$ cat src/rtl/core/esgt_pkg.sv
// Package for the edge stream graph tracker core.
// Holds node count constants, widths and the cell control struct; no dependencies.
package esgt_pkg;
    localparam int NODES   = 64;
    localparam int NODE_W  = $clog2(NODES);
    localparam int CNT_W   = $clog2(NODES + 1);
    localparam int TRI_W   = 11;
    localparam int DEG_W   = 6;
    localparam int SIZE_W  = 7;

    typedef struct packed {
        logic              clr_w;
        logic              tri_en;
        logic              tri_first;
        logic [NODE_W-1:0] u;
        logic [NODE_W-1:0] v;
    } t_cell_ctl;
endpackage

$ cat src/rtl/core/esgt_cell.sv
// One node cell of the tracker: adjacency row, degrees, triangles.
// Depends on esgt_pkg. Cells pass the common-neighbor count down the chain.
module esgt_cell import esgt_pkg::*; (
    input  logic                i_clk,
    input  logic                i_rst_n,
    input  logic [NODE_W-1:0]   i_id,
    input  t_cell_ctl           i_ctl,
    input  logic                i_set_row,
    input  logic [NODE_W-1:0]   i_row_col,
    input  logic                i_inc_out,
    input  logic                i_inc_in,
    input  logic [TRI_W-1:0]    i_tri_add,
    input  logic                i_nb_u,
    input  logic                i_nb_v,
    input  logic [CNT_W-1:0]    i_cnt,
    output logic [CNT_W-1:0]    o_cnt,
    output logic [NODES-1:0]    o_row,
    output logic [DEG_W-1:0]    o_out_deg,
    output logic [DEG_W-1:0]    o_in_deg,
    output logic [TRI_W-1:0]    o_tri
);
    logic [NODES-1:0] r_row;
    logic [DEG_W-1:0] r_out, r_in;
    logic [TRI_W-1:0] r_tri, n_tri;
    logic             hit;

    assign hit = i_ctl.tri_en && i_nb_u && i_nb_v && i_id != i_ctl.u && i_id != i_ctl.v;

    always_comb begin
        n_tri = r_tri + i_tri_add;
        if (hit && i_ctl.tri_first) begin
            n_tri = n_tri + TRI_W'(1);
        end
    end

    always_ff @(posedge i_clk) begin
        if (!i_rst_n) begin
            r_row <= '0;
            r_out <= '0;
            r_in  <= '0;
            r_tri <= '0;
            o_cnt <= '0;
        end else begin
            if (i_set_row) begin
                r_row[i_row_col] <= 1'b1;
            end
            if (i_inc_out) begin
                r_out <= r_out + DEG_W'(1);
            end
            if (i_inc_in) begin
                r_in <= r_in + DEG_W'(1);
            end
            r_tri <= n_tri;
            o_cnt <= i_ctl.clr_w ? '0 : i_cnt + CNT_W'(hit);
        end
    end

    assign o_row     = r_row;
    assign o_out_deg = r_out;
    assign o_in_deg  = r_in;
    assign o_tri     = r_tri;
endmodule

$ cat config.mk
export PLATFORM = sky130hd
export DESIGN_NAME = esgt_cell
export DESIGN_NICKNAME = d
export VERILOG_FILES = /design/src/rtl/core/esgt_pkg.sv /design/src/rtl/core/esgt_cell.sv
export SDC_FILE = /design/constraint.sdc
export NUM_CORES = 1
export LEC_CHECK = 0
export BUFFER_PORTS_ARGS = -buffer_cell sky130_fd_sc_hd__buf_4
export CAP_MARGIN = 40
export CORE_ASPECT_RATIO = 1.5
export CORE_MARGIN = 4
export CORE_UTILIZATION = 29
export DETAILED_ROUTE_END_ITERATION = 8
export GPL_ROUTABILITY_DRIVEN = 0
export PLACE_DENSITY = 0.54
export SLEW_MARGIN = 20
export SYNTH_ARGS = -nofsm -noshare
export SYNTH_HDL_FRONTEND = slang
export SYNTH_SLANG_ARGS = --single-unit
$ cat constraint.sdc
create_clock -name i_clk -period 4.1 [get_ports i_clk]
set_clock_uncertainty 0.2 [all_clocks]
set_input_delay 0.82 -clock i_clk [delete_from_list [all_inputs] [get_ports i_clk]]
set_output_delay 0.82 -clock i_clk [all_outputs]
set_load 0.02 [all_outputs]
==> results.json, run 1 <==
{
  "dp_hpwl_um": 9440,
  "overflow": 0,
  "ant_nets": 0,
  "syn_to_final_growth_pct": 37.5,
  "synth-edff-count": 0,
  "vias": 3910,
  "clock-root-buffer": "clkbuf_16",
  "syn_area_sq_um": 4220,
  "critPathArrivalTime_ns": 3.27,
  "wire_per_inst_um": 14.8,
  "cts_buffer_depth": 2,
  "avgSynthCellArea_sq_um": 8.46,
  "cts_setup_buffers": 0,
  "ios": 146,
  "cp.required_ns": 4.17,
  "drtIter0Drc": 124,
  "drt-vias-per-instance": 4.67,
  "postSynthCellCount": 499,
  "clk_latency_ns": 0.33,
  "cts.sinks": 94,
  "wl_met2_um": 6480,
  "die_h_um": 156,
  "htreeDepth": 3,
  "drt-total-wl_um": 12400,
  "fin_hold_ws_ns": 0.270,
  "timing.fmax_ghz": 0.312,
  "antennaDiodeCount": 0,
  "p_per_area_nw_per_um2": 461,
  "status": "complete, no violations",
  "synthTopCellsByArea": "dfxtp_1 (45%), nor2_1 (14%), xor2_1 (5.0%), a21oi_1 (4.7%), ha_1 (4.4%)",
  "drive_gt1_frac": 0.291,
  "synth_top_area_share": 0.446,
  "max-cap-violations": 0,
  "grt_pass1_vias": 3726,
  "yosys_warnings": 0,
  "grt_pass1_wl_um": 19400,
  "cts.reportedPaths.clkPinSlew_ns": 0.07,
  "drt-pass1-iter-count": 4,
  "cts_hold_buf": 0,
  "synth.largest_area_cell": "dfxtp_1",
  "cellLeakagePower_uw": 0.00254,
  "critPathMaxStageDelay_ns": 0.50,
  "setup_violations": 0,
  "ys_seq_area_frac": 0.446,
  "fin_crit_sh": 0.782,
  "start_util": 0.299,
  "peakVddDrop_v": 0.000186,
  "grt_max_degree": 39,
  "post-route-drc-count": 0,
  "drv_slew": 0,
  "end_kind": "register",
  "die-area_sq_um": 16600,
  "ctsResizeCount": 0,
  "synth_seq_cells": 94,
  "die_x_um": 107,
  "tns_ns": 0,
  "min-delay-path-class": "reg -> reg",
  "period_needed_ns": 3.21,
  "dr_wl_met3_um": 578,
  "synth-main-ff-cell": "dfxtp_1",
  "max_slew.worst_pin.slew_ns": 0.759,
  "maxSlewHeadroom": 0.488,
  "port_buffers": 145,
  "cp_cell_sequence": "buf_4, ha_1, fa_1, a211o_1, and2_4, nor4_4, nand4_4, or4_1, a21oi_1",
  "mappedNetlistNets": 567,
  "crit_slowest_cell": "or4_1",
  "cts-buffers-inserted": 9,
  "ys_types": 58,
  "synthArstFlopShare": 0,
  "nets": 708,
  "hold_violations": 0,
  "tritoncts": "built",
  "antenna_found_initial": 0,
  "rows": 53,
  "rsz0062_at_grt": "no",
  "routed.top_layer": "met4",
  "crit_fanout": 5,
  "coreArea_sq_um": 14100,
  "grt_use_total": 0.147,
  "m1WireLength_um": 5130,
  "critical_path_class": "in -> reg",
  "start_kind": "primary input"
}
## cells in the mapped netlist (4+ instances only)
cell type / count
nand3_1: 10
nor2_1: 163
nand4_1: 8
nand2b_1: 5
xnor2_1: 9
nor3_1: 5
ha_1: 15
xor2_1: 24
dfxtp_1: 94
o21ai_0: 7
buf_1: 4
inv_1: 5
mux2i_1: 5
and2_1: 6
nand2_1: 14
or3_1: 6
a21oi_1: 40
clkbuf_1: 12
## area by class of cell
| class | instances | area (sq um) |
|---|---|---|
| Clock inverter | 7 | 80.1 |
| Fill cell | 1473 | 8320 |
| Clock buffer | 9 | 225 |
| Sequential cell | 94 | 1880 |
| Timing Repair Buffer | 148 | 1110 |
| Tap cell | 192 | 240 |
| Multi-Input combinational cell | 382 | 2250 |
| Inverter | 5 | 18.8 |
## worst max-delay path: cells and delay by family
family / cells / cell delay (ns)
adder cells (fa/ha/maj): 2 / 0.64
AND/OR/NAND/NOR: 4 / 1.18
buffers and inverters: 1 / 0.11
AO/OA/AOI/OAI: 2 / 0.52
## worst paths after layout
check	startpoint	endpoint	slack [ns]	depth (start not counted)
min reg2reg	o_row[13]$_SDFFE_PN0P_	o_row[13]$_SDFFE_PN0P_	0.27	1
min	o_row[13]$_SDFFE_PN0P_	o_row[13]$_SDFFE_PN0P_	0.27	1
max	i_tri_add[0]	o_tri[8]$_SDFF_PN0_	0.89	9
max reg2reg	o_tri[0]$_SDFF_PN0_	o_tri[8]$_SDFF_PN0_	1.18	8
## report_power, final
part	internal, uW	total [uW]	leakage, uW	switching [uW]
clock	481	858	0.000143	378
combinational	357	819	0.00163	461
sequential	963	998	0.000763	35.2
## routing by layer
metal,track usage,up-vias
li1,-,1979
met5,0,-
met2,0.261,95
met4,0.0561,0
met1,0.173,1826
met3,0.0302,10
## layout by cell type (no fill, tap or decap), types with 5 or more instances in the layout
master	n
nand4_1	8
or3_1	6
and2_1	6
a21oi_1	40
dfxtp_1	94
ha_1	15
nand3_1	10
xor2_1	24
nor3_1	5
clkbuf_16	9
nand2b_1	5
o21ai_0	7
buf_4	148
xnor2_1	9
nor2_1	163
mux2i_1	5
nand2_1	14
## kinds of logic (layout without fill, tap and decap cells)
logic type                 after synthesis  count (layout)  share of synthesized area
DFF                                     94              94                      0.446
muxes                                    5               5                     0.0119
AOI/OAI and AO/OA                       74              74                      0.112
buffers and inverters                   23             169                     0.0216
and+or+nand+nor                        254             254                      0.291
xor gates and xnor gates                33              33                     0.0684
adders and majority gates               16              16                     0.0492
## per-stage QoR
| step | util | cells | instance area, sq um | power (uW) | setup WS [ns] |
|---|---|---|---|---|---|
| 6_report | 0.411 | 837 | 5810 | 2680 | 0.892 |
| 3_3_place_gp | 0.389 | 821 | 5500 | 1830 | 0.564 |
| 3_5_place_dp | 0.389 | 821 | 5500 | 1830 | 0.549 |
| 2_1_floorplan | - | 499 | 4220 | 1600 | 0.814 |
| 5_1_grt | 0.411 | 837 | 5810 | 2840 | 0.780 |
| 4_1_cts | 0.411 | 837 | 5810 | 2700 | 0.893 |
## state kept, by name (all words and copies together) (netlist names)
| register | count |
|---|---|
| o_row | 64 |
| o_tri | 11 |
| o_cnt | 7 |
| o_in_deg | 6 |
| o_out_deg | 6 |
No activity file was read; power rests on OpenSTA's default activity.
==> run 2: changes to the inputs <==
- clock period: 4.1 -> 3.3 ns (I/O delays scaled with it)
==> results.json, run 2 (same netlist as run 1, synthesis figures left out) <==
{
  "dp_hpwl_um": 9610,
  "wire_per_inst_um": 14.9,
  "timing.fmax_ghz": 0.336,
  "cellLeakagePower_uw": 0.00256,
  "crit_slowest_cell": "or4b_4",
  "power.internal_uw": 2200,
  "critPathArrivalTime_ns": 3.05,
  "r2r_setup_slack_ns": 0.45,
  "critPathMaxStageDelay_ns": 0.53,
  "grt_max_degree": 69,
  "antennaDiodeCount": 0,
  "overflow": 0,
  "port_buffers": 145,
  "drv_slew": 0,
  "hold_start": "o_row[6]$_SDFFE_PN0P_",
  "final_common_cell": "nor2_1",
  "die_x_um": 107,
  "ios": 146,
  "cts.sinks": 94,
  "ant_nets": 0,
  "cp.required_ns": 3.37,
  "crit_buf_inv": 2,
  "tritoncts": "built",
  "fillers": 1471,
  "drt-total-wl_um": 12600,
  "antenna_found_initial": 0,
  "vias": 3983,
  "fin_crit_sh": 0.901,
  "end_kind": "register",
  "worstSetupStartpoint": "i_tri_add[0]",
  "seq_area_sq_um": 1880,
  "combPwrFrac": 0.322,
  "rows": 53,
  "drt-pass1-iter-count": 4,
  "max_slew.worst_pin.slew_ns": 0.756,
  "nets": 714,
  "max-cap-violations": 0,
  "start_util": 0.299,
  "final_cell_mix": "nor2_1 (163), buf_4 (153), dfxtp_1 (94), a21oi_1 (40), xor2_1 (24)",
  "drive_gt1_frac": 0.298,
  "r2r-start": "o_tri[0]$_SDFF_PN0_",
  "largest_reg_flops": 64,
  "cts_setup_buffers": 0,
  "cp_cell_sequence": "buf_4, ha_1, fa_1, a211o_1, buf_4, a21oi_2, nor3_2, or4b_4, nor4_4, mux2i_1",
  "p_per_area_nw_per_um2": 561,
  "switching_share": 0.328,
  "cts.reportedPaths.clkPinSlew_ns": 0.07,
  "finish.utilization": 0.414,
  "htreeDepth": 3,
  "post-route-drc-count": 0,
  "cts_hold_buf": 0,
  "die_h_um": 156,
  "p_sw_uw": 1080,
  "hold_violations": 0,
  "rsz0062_at_grt": "no",
  "crit_fanout": 3,
  "drt-vias-per-instance": 4.72,
  "start_kind": "primary input",
  "clk_latency_ns": 0.34,
  "power.share.clock": 0.300,
  "clock-root-buffer": "clkbuf_16",
  "die-area_sq_um": 16600,
  "seqPwrFrac": 0.378,
  "ctsResizeCount": 0,
  "coreArea_sq_um": 14100,
  "cts_buffer_depth": 2,
  "min-delay-path-class": "reg -> reg",
  "grt_use_total": 0.151,
  "maxSlewHeadroom": 0.494,
  "drtIter0Drc": 114,
  "grt_pass1_vias": 3806,
  "grt_pass1_wl_um": 20000,
  "period_needed_ns": 2.97,
  "cts-buffers-inserted": 9,
  "syn_to_final_growth_pct": 38.4,
  "setup_violations": 0,
  "fin_hold_ws_ns": 0.272,
  "critPathMostFrequentCell": "buf_4",
  "peakVddDrop_v": 0.000250,
  "multi_input_area_sq_um": 2250,
  "power_uw": 3280,
  "status": "complete, no violations",
  "critical_path_class": "in -> reg",
  "cp_top_family": "simple AND/OR/NAND/NOR gates"
}
==> run 2: changes by cell type in the layout (fill, tap and decap cells not counted), sizes merged <==
cell / delta
inv: -2
bufinv: -1
clkbuf: +1
buf: +6
clkinv: +1
clkinvlp: +1
==> run 2: tightest hold or removal path, stage by stage, from the launching register on <==
cell	delay, ns
dfxtp_1	0.33
nor2_1	0.05
nor2_1	0.07
==> run 2: path summary, 6_finish.rpt <==
| kind | end | cells after the start |
|---|---|---|
| worst max-delay path | o_tri[10]$_SDFF_PN0_ | 10 |
| worst min-delay path | o_row[6]$_SDFFE_PN0P_ | 2 |
| worst max register to register | o_tri[10]$_SDFF_PN0_ | 9 |
| worst min register to register | o_row[6]$_SDFFE_PN0P_ | 2 |
==> run 2: cell type report <==
type	instances	share of cell area
Clock inverter	6	0.00771
Timing Repair Buffer	154	0.200
Sequential cell	94	0.322
Multi-Input combinational cell	382	0.385
Tap cell	192	0.0411
Clock buffer	10	0.0409
Inverter	5	0.00321
==> run 2: routing by layer <==
layer / global-route usage / part of all wire / up-vias
li1: - / - / 1990
met1: 0.178 / 0.41 / 1885
met2: 0.266 / 0.52 / 92
met3: 0.0344 / 0.051 / 16
met4: 0.0603 / 0.022 / 0
met5: 0 / 0 / -
==> run 2: power by group through the flow <==
stage | logic (uW) | clock network, uW | registers [uW]
2_1_floorplan | 658 | 0 | 1330
5_1_grt | 1160 | 1070 | 1250
4_1_cts | 1060 | 1030 | 1240
3_5_place_dp | 1050 | 0 | 1270
6_report | 1050 | 985 | 1240
3_3_place_gp | 1040 | 0 | 1270
==> run 2: metrics by stage <==
| stage | TNS, ns | instances | area, sq um | setup WS (ns) |
|---|---|---|---|---|
| finish | 0 | 843 | 5840 | 0.325 |
| global route | 0 | 843 | 5840 | 0.214 |
| CTS | 0 | 843 | 5840 | 0.338 |
| detailed placement | -0.0137 | 827 | 5560 | -0.0137 |
| global placement | 0 | 827 | 5560 | 0.00298 |
| floorplan | 0 | 499 | 4220 | 0.174 |
==> run 3: changes to the inputs <==
- PLACE_DENSITY: 0.54 -> 0.61
- RECOVER_POWER: not set -> 50
==> results.json, run 3 (same netlist as run 1, synthesis figures left out) <==
{
  "status": "complete, no violations",
  "cellLeakagePower_uw": 0.00242,
  "vias": 4011,
  "drv_slew": 0,
  "final_common_cell": "nor2_1",
  "max_slew.worst_pin.slew_ns": 1.34,
  "ios": 146,
  "post-route-drc-count": 0,
  "cts.sinks": 94,
  "antenna_found_initial": 0,
  "dpl_cell_area_sq_um": 5550,
  "cts.reportedPaths.clkPinSlew_ns": 0.07,
  "cts_setup_buffers": 0,
  "grt_max_degree": 84,
  "switching_share": 0.336,
  "drt-total-wl_um": 12400,
  "die-area_sq_um": 16600,
  "drive_gt1_frac": 0.245,
  "cp.required_ns": 3.35,
  "drtIter0Drc": 141,
  "peakVddDrop_v": 0.000249,
  "start_kind": "primary input",
  "ant_nets": 0,
  "p_per_area_nw_per_um2": 579,
  "max-cap-violations": 0,
  "dp_hpwl_um": 9430,
  "fin_crit_sh": 0.910,
  "nets": 716,
  "largest_reg_flops": 64,
  "timing.fmax_ghz": 0.333,
  "overflow": 0,
  "antennaDiodeCount": 0,
  "tritoncts": "built",
  "grt_pass1_wl_um": 19400,
  "maxSlewHeadroom": 0.110,
  "combPwrFrac": 0.322,
  "crit_fanout": 4,
  "grt_use_total": 0.146,
  "port_buffers": 145,
  "clk_latency_ns": 0.34,
  "seqPwrFrac": 0.374,
  "setup_violations": 0,
  "start_util": 0.299,
  "drt-pass1-iter-count": 5,
  "drt-vias-per-instance": 4.75,
  "final_cell_mix": "nor2_1 (163), buf_4 (120), dfxtp_1 (94), a21oi_1 (40), clkbuf_1 (35)",
  "critPathArrivalTime_ns": 3.05,
  "coreArea_sq_um": 14100,
  "critical_path_class": "in -> reg",
  "syn_to_final_growth_pct": 35.5,
  "die_h_um": 156,
  "rsz0062_at_grt": "no",
  "power.internal_uw": 2200,
  "end_kind": "register",
  "cts_buffer_depth": 2,
  "p_sw_uw": 1110,
  "cts-buffers-inserted": 9,
  "ctsResizeCount": 0,
  "tns_ns": 0,
  "die_x_um": 107,
  "grt_pass1_vias": 3901,
  "fin_hold_ws_ns": 0.269,
  "period_needed_ns": 3.00,
  "rows": 53,
  "power.share.clock": 0.303,
  "clock-root-buffer": "clkbuf_16",
  "htreeDepth": 3,
  "min-delay-path-class": "reg -> reg",
  "cts_hold_buf": 0,
  "fin_area_sq_um": 5720,
  "wire_per_inst_um": 14.7,
  "hold_violations": 0
}
==> run 3: cell count changes in the layout (fill, tap and decap cells not counted), moves of 2 or more <==
| cell | previous run | this run |
|---|---|---|
| clkinvlp_4 | 3 | 1 |
| buf_4 | 153 | 120 |
| clkinv_4 | 1 | 3 |
| clkbuf_1 | 0 | 35 |
==> run 3: layout make-up <==
type | count | area, sq um
repair buffers | 156 | 1040
inverters | 5 | 18.8
clock buffers | 9 | 225
fillers | 1474 | 8400
clock inverters | 7 | 67.6
well taps | 192 | 240
flip-flops and latches | 94 | 1880
multi-input cells | 382 | 2250
==> run 3: per-layer routing <==
| layer | wire length, um | vias to the layer above | global-route usage |
|---|---|---|---|
| li1 | - | 1996 | - |
| met5 | 0 | - | 0 |
| met4 | 305 | 0 | 0.0573 |
| met3 | 684 | 19 | 0.0352 |
| met2 | 6570 | 111 | 0.269 |
| met1 | 4870 | 1885 | 0.161 |
==> run 3: path summary, 6_finish.rpt <==
path | slack (ns) | depth (start not counted) | endpoint | start
setup / recovery | 0.30 | 10 | o_tri[6]$_SDFF_PN0_ | i_tri_add[0]
hold / removal | 0.27 | 2 | o_row[41]$_SDFFE_PN0P_ | o_row[41]$_SDFFE_PN0P_
setup reg to reg | 0.41 | 9 | o_tri[6]$_SDFF_PN0_ | o_tri[0]$_SDFF_PN0_
hold reg to reg | 0.27 | 2 | o_row[41]$_SDFFE_PN0P_ | o_row[41]$_SDFFE_PN0P_
==> run 3: through the flow <==
step / power [uW] / util / setup slack [ns] / std cells
6_report: 3310 / 0.405 / 0.296 / 845
5_1_grt: 3490 / 0.405 / 0.158 / 845
4_1_cts: 3350 / 0.414 / 0.291 / 844
3_5_place_dp: 2330 / 0.393 / -0.0473 / 828
3_3_place_gp: 2310 / 0.393 / 0.0130 / 828
2_1_floorplan: 1990 / - / 0.174 / 499
==> run 3: worst max-delay path: stages <==
cell	delay (ns)
buf_4	0.11
ha_1	0.21
fa_1	0.42
a211o_1	0.33
and2_4	0.16
nor4_4	0.34
nand4_4	0.13
buf_4	0.17
or3_1	0.33
a21oi_1	0.19
==> run 3: power by group through the flow <==
stage	logic, uW	registers [uW]	clock network, uW
after floorplan	658	1330	0
after global placement	1040	1260	0
after detailed placement	1060	1270	0
after CTS	1070	1240	1040
after global routing	1150	1250	1080
final	1070	1240	1000
